File: src/rtl/core/prt_pkg.sv
package prt_pkg;

  localparam int unsigned PhW = 17;
  localparam int unsigned RateW = 16;
  localparam int unsigned IdW = 6;
  localparam int unsigned DestW = 6;
  localparam int unsigned DrawW = 16;
  localparam int unsigned StW = 3;

  localparam logic [PhW-1:0] PH_ONE = 17'h10000;
  localparam logic [RateW-1:0] RATE_RESET = 16'd6554;

  localparam logic [1:0] KIND_ADD = 2'd0;
  localparam logic [1:0] KIND_REINFORCE = 2'd1;
  localparam logic [1:0] KIND_SELECT = 2'd2;
  localparam logic [1:0] KIND_NOP = 2'd3;

  localparam logic [StW-1:0] ST_OK = 3'd0;
  localparam logic [StW-1:0] ST_RETRY = 3'd1;
  localparam logic [StW-1:0] ST_NOROUTE = 3'd2;
  localparam logic [StW-1:0] ST_FULL = 3'd3;
  localparam logic [StW-1:0] ST_LOOP = 3'd4;

  typedef enum logic [2:0] {
    RES_OK,
    RES_FULL,
    RES_LOOP,
    RES_RETRY,
    RES_NOROUTE,
    RES_HIT
  } res_e;

  typedef struct packed {
    logic load;
    logic cnt_load;
    logic slot_clr;
    logic slot_inc;
    logic acc_clr;
    logic acc_add;
    logic par_cap;
    logic mul_go;
    logic ph_wr;
    logic add_wr;
    logic res_set;
    res_e res;
    logic out_load;
  } cmd_t;

  typedef struct packed {
    logic [1:0] kind;
    logic oor;
    logic full;
    logic slot_end;
    logic is_parent;
    logic in_range;
    logic loop;
    logic retry;
    logic out_busy;
  } sts_t;

endpackage

File: src/rtl/core/prt_ctrl.sv
module prt_ctrl (
  input  logic          clk_i,
  input  logic          rst_ni,
  input  logic          in_valid_i,
  output logic          in_stall_o,
  input  prt_pkg::sts_t sts_i,
  output prt_pkg::cmd_t cmd_o
);
  import prt_pkg::*;

  typedef enum logic [3:0] {
    S_IDLE,
    S_CNT1,
    S_CNT2,
    S_DISP,
    S_R_CHK,
    S_R_MUL,
    S_R_WR,
    S_S1_CHK,
    S_S1_USE,
    S_S1_EVAL,
    S_S2_CHK,
    S_S2_USE,
    S_FIN
  } state_e;

  state_e state_q, state_d;

  always_ff @(posedge clk_i or negedge rst_ni) begin
    if (!rst_ni) begin
      state_q <= S_IDLE;
    end else begin
      state_q <= state_d;
    end
  end

  assign in_stall_o = (state_q != S_IDLE);

  always_comb begin
    cmd_o = '0;
    cmd_o.res = RES_OK;
    state_d = state_q;
    unique case (state_q)
      S_IDLE: begin
        if (in_valid_i) begin
          cmd_o.load = 1'b1;
          state_d = S_CNT1;
        end
      end
      S_CNT1: state_d = S_CNT2;
      S_CNT2: begin
        cmd_o.cnt_load = 1'b1;
        cmd_o.slot_clr = 1'b1;
        cmd_o.acc_clr = 1'b1;
        state_d = S_DISP;
      end
      S_DISP: begin
        unique case (sts_i.kind)
          KIND_ADD: begin
            cmd_o.res_set = 1'b1;
            if (sts_i.oor || sts_i.full) begin
              cmd_o.res = RES_FULL;
            end else begin
              cmd_o.add_wr = 1'b1;
              cmd_o.res = RES_OK;
            end
            state_d = S_FIN;
          end
          KIND_REINFORCE: state_d = S_R_CHK;
          KIND_SELECT: state_d = S_S1_CHK;
          default: begin
            cmd_o.res_set = 1'b1;
            cmd_o.res = RES_OK;
            state_d = S_FIN;
          end
        endcase
      end
      S_R_CHK: begin
        if (sts_i.slot_end) begin
          cmd_o.res_set = 1'b1;
          cmd_o.res = RES_OK;
          state_d = S_FIN;
        end else begin
          state_d = S_R_MUL;
        end
      end
      S_R_MUL: begin
        cmd_o.mul_go = 1'b1;
        state_d = S_R_WR;
      end
      S_R_WR: begin
        cmd_o.ph_wr = 1'b1;
        cmd_o.slot_inc = 1'b1;
        state_d = S_R_CHK;
      end
      S_S1_CHK: begin
        state_d = sts_i.slot_end ? S_S1_EVAL : S_S1_USE;
      end
      S_S1_USE: begin
        if (sts_i.is_parent) begin
          cmd_o.par_cap = 1'b1;
          state_d = S_S1_EVAL;
        end else begin
          cmd_o.acc_add = 1'b1;
          cmd_o.slot_inc = 1'b1;
          state_d = S_S1_CHK;
        end
      end
      S_S1_EVAL: begin
        if (sts_i.loop) begin
          cmd_o.res_set = 1'b1;
          cmd_o.res = RES_LOOP;
          state_d = S_FIN;
        end else if (sts_i.retry) begin
          cmd_o.res_set = 1'b1;
          cmd_o.res = RES_RETRY;
          state_d = S_FIN;
        end else begin
          cmd_o.acc_clr = 1'b1;
          cmd_o.slot_clr = 1'b1;
          state_d = S_S2_CHK;
        end
      end
      S_S2_CHK: begin
        if (sts_i.slot_end) begin
          cmd_o.res_set = 1'b1;
          cmd_o.res = RES_NOROUTE;
          state_d = S_FIN;
        end else begin
          state_d = S_S2_USE;
        end
      end
      S_S2_USE: begin
        if (sts_i.in_range) begin
          cmd_o.res_set = 1'b1;
          cmd_o.res = RES_HIT;
          state_d = S_FIN;
        end else begin
          cmd_o.acc_add = 1'b1;
          cmd_o.slot_inc = 1'b1;
          state_d = S_S2_CHK;
        end
      end
      S_FIN: begin
        if (!sts_i.out_busy) begin
          cmd_o.out_load = 1'b1;
          state_d = S_IDLE;
        end
      end
      default: state_d = S_IDLE;
    endcase
  end

endmodule

File: config.mk
export PLATFORM = sky130hd
export DESIGN_NAME = prt_ctrl
export DESIGN_NICKNAME = d
export VERILOG_FILES = /design/src/rtl/core/prt_pkg.sv /design/src/rtl/core/prt_ctrl.sv
export SDC_FILE = /design/constraint.sdc
export NUM_CORES = 1
export LEC_CHECK = 0
export BUFFER_PORTS_ARGS = -buffer_cell sky130_fd_sc_hd__buf_2
export CAP_MARGIN = 0
export CORE_UTILIZATION = 44
export DETAILED_ROUTE_END_ITERATION = 8
export PLACE_DENSITY = 0.81
export SLEW_MARGIN = 15
export SYNTH_ARGS = -nofsm -noshare
export SYNTH_HDL_FRONTEND = slang
export SYNTH_SLANG_ARGS = --single-unit
File: constraint.sdc
create_clock -name clk_i -period 1.7 [get_ports clk_i]
set_clock_uncertainty 0.2 [all_clocks]
set_input_delay 0.34 -clock clk_i [delete_from_list [all_inputs] [get_ports clk_i]]
set_output_delay 0.34 -clock clk_i [all_outputs]
set_load 0.02 [all_outputs]
==> results of run 1 <==
==> what timing repair did <==
action / 4_1_cts
endpoints found under the hold margin: 4
hold buffers: 1
setup buffers: 10
gates resized for setup: 22
setup endpoints to repair: 16
pin swaps: 11
==> kinds of logic after synthesis <==
| family | Yosys count | share of synthesized area (%) |
|---|---|---|
| mux | 1 | 1.95 |
| simple gates | 34 | 33.8 |
| fa+ha+maj | 3 | 6.49 |
| buf+inv | 15 | 14.7 |
| flops | 4 | 17.3 |
| compound gates | 20 | 25.8 |
==> metrics by stage <==
stage,setup slack (ns),cells
floorplan,-0.106,77
global placement,-0.218,131
detailed placement,-0.289,131
CTS,-0.254,145
==> reports/qor.yml, run 1 <==
logic_synthesis:
  synth_cells: 77
  yosys_register_bits: 4
  synth_top_area_share_pct: 17.3
  synth_seq_area_share_pct: 17.3
  synth_edf_count: 0
  synth_common_cells: "8 x inv_1, 6 x nor2_1, 5 x nand2_1, 4 x dfrtp_1, 4 x nor3_1"
  synth_area_sq_um: 578
  synth_area_leaders: "dfrtp_1 17%, ha_1 6.5%, inv_1 5.2%"
  synth_nets: 93
  async_flop_share_pct: 100
  synth_most_common_cell: "inv_1"
  avgSynthCellArea_sq_um: 7.51
  yosys_warnings: 0
  ys_types: 36
  synth_area_leader_cell: "dfrtp_1"
  synthFlopType: "dfrtp_1"
outcome:
  status: "aborted with a tool error"
  stop_error: "[ERROR DPL-0033] detailed placement checks failed during check placement."
  stop_stage: "global routing"
floorplan:
  row_count: 12
  die_h_um: 38.2
  initial_core_util_pct: 50.0
  die_w_um: 38.2
  pin_count: 29
clock_tree:
  htreeDepth: 1
  clkSinkCount: 4
  cts_buffer_depth: 2
  cts_made_buffers: 3
  root_buffer: "clkbuf_4"
global_routing:
  antenna_found_initial: 0
  grt_max_degree: 13
placed_design:
  placed_cell_area_sq_um: 852
  port_buffers: 28
  dp_hpwl_mm: 1.31
  place_congestion: 0.844
sta:
  worst_endpoint_kind: "output port"
  crit_endpoint: "cmd_o[4]"
==> run 2: changes to the inputs <==
Settings changed: CORE_AREA set to 2 2 63 65, CORE_UTILIZATION 44 to unset, DIE_AREA set to 0 0 65 67, PLACE_DENSITY 0.81 to unset, PLACE_DENSITY_LB_ADDON set to 0.15.
==> reports/qor.yml, run 2 <==
clock_tree:
  htreeDepth: 1  # unchanged
  cts_made_buffers: 3  # unchanged
  clkTransAtPathRegs_ns: 0.03
  root_buffer: "clkbuf_8"  # was clkbuf_4
  cts_tree: "done"
  clk_latency_ns: 0.21
  clkSinkCount: 4  # unchanged
  cts_buffer_depth: 2  # unchanged
global_routing:
  grt_pass1_vias: 712
  grt_max_degree: 10
  grt_pass1_wl_mm: 3.10
  grtUsageTotal_pct: 9.13
  grt-ovfl-total: 0
  antenna_found_initial: 0
logic_synthesis:
  synth_top_area_share_pct: 17.3  # unchanged
  synth_area_leader_cell: "dfrtp_1"  # unchanged
  synth_cells: 77  # unchanged
  synth_most_common_cell: "inv_1"  # unchanged
  ys_types: 36  # unchanged
  yosys_warnings: 0  # unchanged
  yosys_register_bits: 4  # unchanged
  synth_common_cells: "8 x inv_1, 6 x nor2_1, 5 x nand2_1, 4 x dfrtp_1, 4 x nor3_1"  # unchanged
  async_flop_share_pct: 100  # unchanged
  synth_area_sq_um: 578  # unchanged
  synthFlopType: "dfrtp_1"  # unchanged
  synth_seq_area_share_pct: 17.3  # unchanged
  synth_edf_count: 0  # unchanged
  synth_area_leaders: "dfrtp_1 17%, ha_1 6.5%, inv_1 5.2%"  # unchanged
  avgSynthCellArea_sq_um: 7.51  # unchanged
  synth_nets: 93  # unchanged
final_layout:
  drive_above_1_share_pct: 68.9
  nets: 150
  final_common_cell: "buf_4"
  largest_register_ffs: 4
  fin_cells: 180
  regMostFlops: "state_q"
  largestRegisters: "state_q (4)"
  diodes: 0
  final_cell_mix: "29 x buf_4, 16 x buf_6, 13 x buf_2"
  area_growth_pct: 114
setup_path:
  path_class: "flop to output pin"
  endpoint_kind: "output pin"
  crit_buf_inv: 1
  cpPeakStageDelay_ns: 0.43
  cp-start-kind: "flop"
  r2r_cells: 5
  cp.depth: 4
  crit_family: "flip-flops"
  slowest_stage: "dfrtp_2"
  crit_arrival_ns: 1.40
  path_max_fanout: 9
  crit_chain: "and2b_2, o211ai_1, nand3_2, buf_6"
  required_ns: 1.16
sta:
  hold_viol_final: 0
  timing.final.ws_setup_ns: -0.242
  slew_viol_final: 0
  min_period_over_period_pct: 114
  fmax_mhz: 515
  setup-violations-final: 16
  fin_crit_ns: 1.94
  worstMarginPinSlew_ns: 0.385
  slew_headroom_pct: 74.2
  rsz0062_at_grt: "yes"
floorplan:
  pin_count: 29  # unchanged
  row_count: 22  # was 12
  die_h_um: 67  # was 38.2 um
  coreArea_sq_um: 3610
  die_w_um: 65  # was 38.2 um
  initial_core_util_pct: 16.0  # was 50.0%
  dieArea_sq_um: 4360
detailed_routing:
  viasPerCell: 4.22
  drt_iter0_drc: 15
  routed_wl_mm: 2.04
  top_layer_used: "met3"
  routedWlPerCell_um: 11.4
  route.met2.wl_um: 976
  drt_pass1_iterations: 4
  dr_wl_met3_um: 96
  ant_nets: 0
  wl_met1_um: 970
  vias: 760
  post-route-drc-count: 0
hold_path:
  min_delay_path_depth: 2
  min_path_type: "input port to flop"
placed_design:
  port_buffers: 28  # unchanged
  place_congestion: 0.728  # was 0.844
  placed_cells_incl_taps: 164  # was 131
  dp_hpwl_mm: 1.49  # was 1.31 mm
power_and_ir_drop:
  leakagePower_nw: 0.599
  p_per_area_nw_per_um2: 1670
  power_w: 0.00207
  ir_drop_v: 0.000461
outcome:
  failed_checks: "setup timing"
  status: "complete, but fails checks"  # was aborted with a tool error
job:
  drv_cap: 0
run 2: timing repair:
| item | in CTS | in global routing |
|---|---|---|
| endpoints found under the hold margin | 4 | 0 |
| hold buffers | 1 | 0 |
| gates resized for setup | 35 | 26 |
| pin swaps | 8 | 13 |
| buffers inserted | 10 | 3 |
| setup endpoints to repair | 16 | 19 |
run 2: per-stage QoR:
step / setup TNS (ns) / instance area [sq um] / utilization [%] / hold slack (ns) / setup slack [ns]
after floorplan: -0.124 / 607 / - / -0.156 / -0.106
after global placement: -1.43 / 887 / 24.6 / -0.0528 / -0.297
after detailed placement: -1.52 / 887 / 24.6 / -0.0501 / -0.304
after CTS: -3.16 / 1110 / 30.8 / 0.170 / -0.273
after global routing: -3.91 / 1240 / 34.3 / 0.187 / -0.320
final: -2.83 / 1240 / 34.3 / 0.180 / -0.242
run 2: cell type report:
cell class | instances | area, sq um
inverters | 8 | 30.0
multi-input cells | 58 | 529
fillers | 373 | 2370
clock buffers | 3 | 41.3
repair buffers | 59 | 473
flip-flops and latches | 4 | 104
well taps | 48 | 60.1
run 2: cell families (layout without fill, tap and decap cells):
family	Yosys count	in the layout	synth area share [%]
DFF	4	4	17.3
AOI/OAI and AO/OA	20	20	25.8
buffers and inverters	15	70	14.7
muxes	1	1	1.95
and+or+nand+nor	34	34	33.8
adders and majority gates	3	3	6.49
run 2: worst paths after layout:
kind / startpoint / endpoint / slack [ns]
min in group asynchronous: rst_ni / state_q[3]$_DFFE_PN0P_ / 0.26
worst max register to register: state_q[1]$_DFFE_PN0P_ / state_q[2]$_DFFE_PN0P_ / 0.02
max in group asynchronous: rst_ni / state_q[0]$_DFFE_PN0P_ / 0.91
worst min-delay path: in_valid_i / state_q[0]$_DFFE_PN0P_ / 0.18
worst max-delay path: state_q[1]$_DFFE_PN0P_ / cmd_o[4] / -0.24
worst min register to register: state_q[3]$_DFFE_PN0P_ / state_q[1]$_DFFE_PN0P_ / 0.61
run 2: routing by layer:
metal,vias up,track usage [%]
li1,390,-
met3,0,1.52
met4,0,3.99
met1,348,12.3
met2,22,14.2
met5,-,0
run 2: power by group:
part / internal, W / switching, W / leakage, nW
logic: 0.000907 / 0.000732 / 0.532
registers: 0.000152 / 0.0000803 / 0.0456
clock network: 0.000151 / 0.0000455 / 0.0216
total: 0.00121 / 0.000858 / 0.599
run 2: worst reg2reg max path: cells and delay by family, from the launching register on:
kind	cells	cell delay [ns]
simple gates	1	0.20
compound gates	2	0.38
flops	1	0.45
buf+inv	2	0.31
Power figures use the tool's default switching activity.
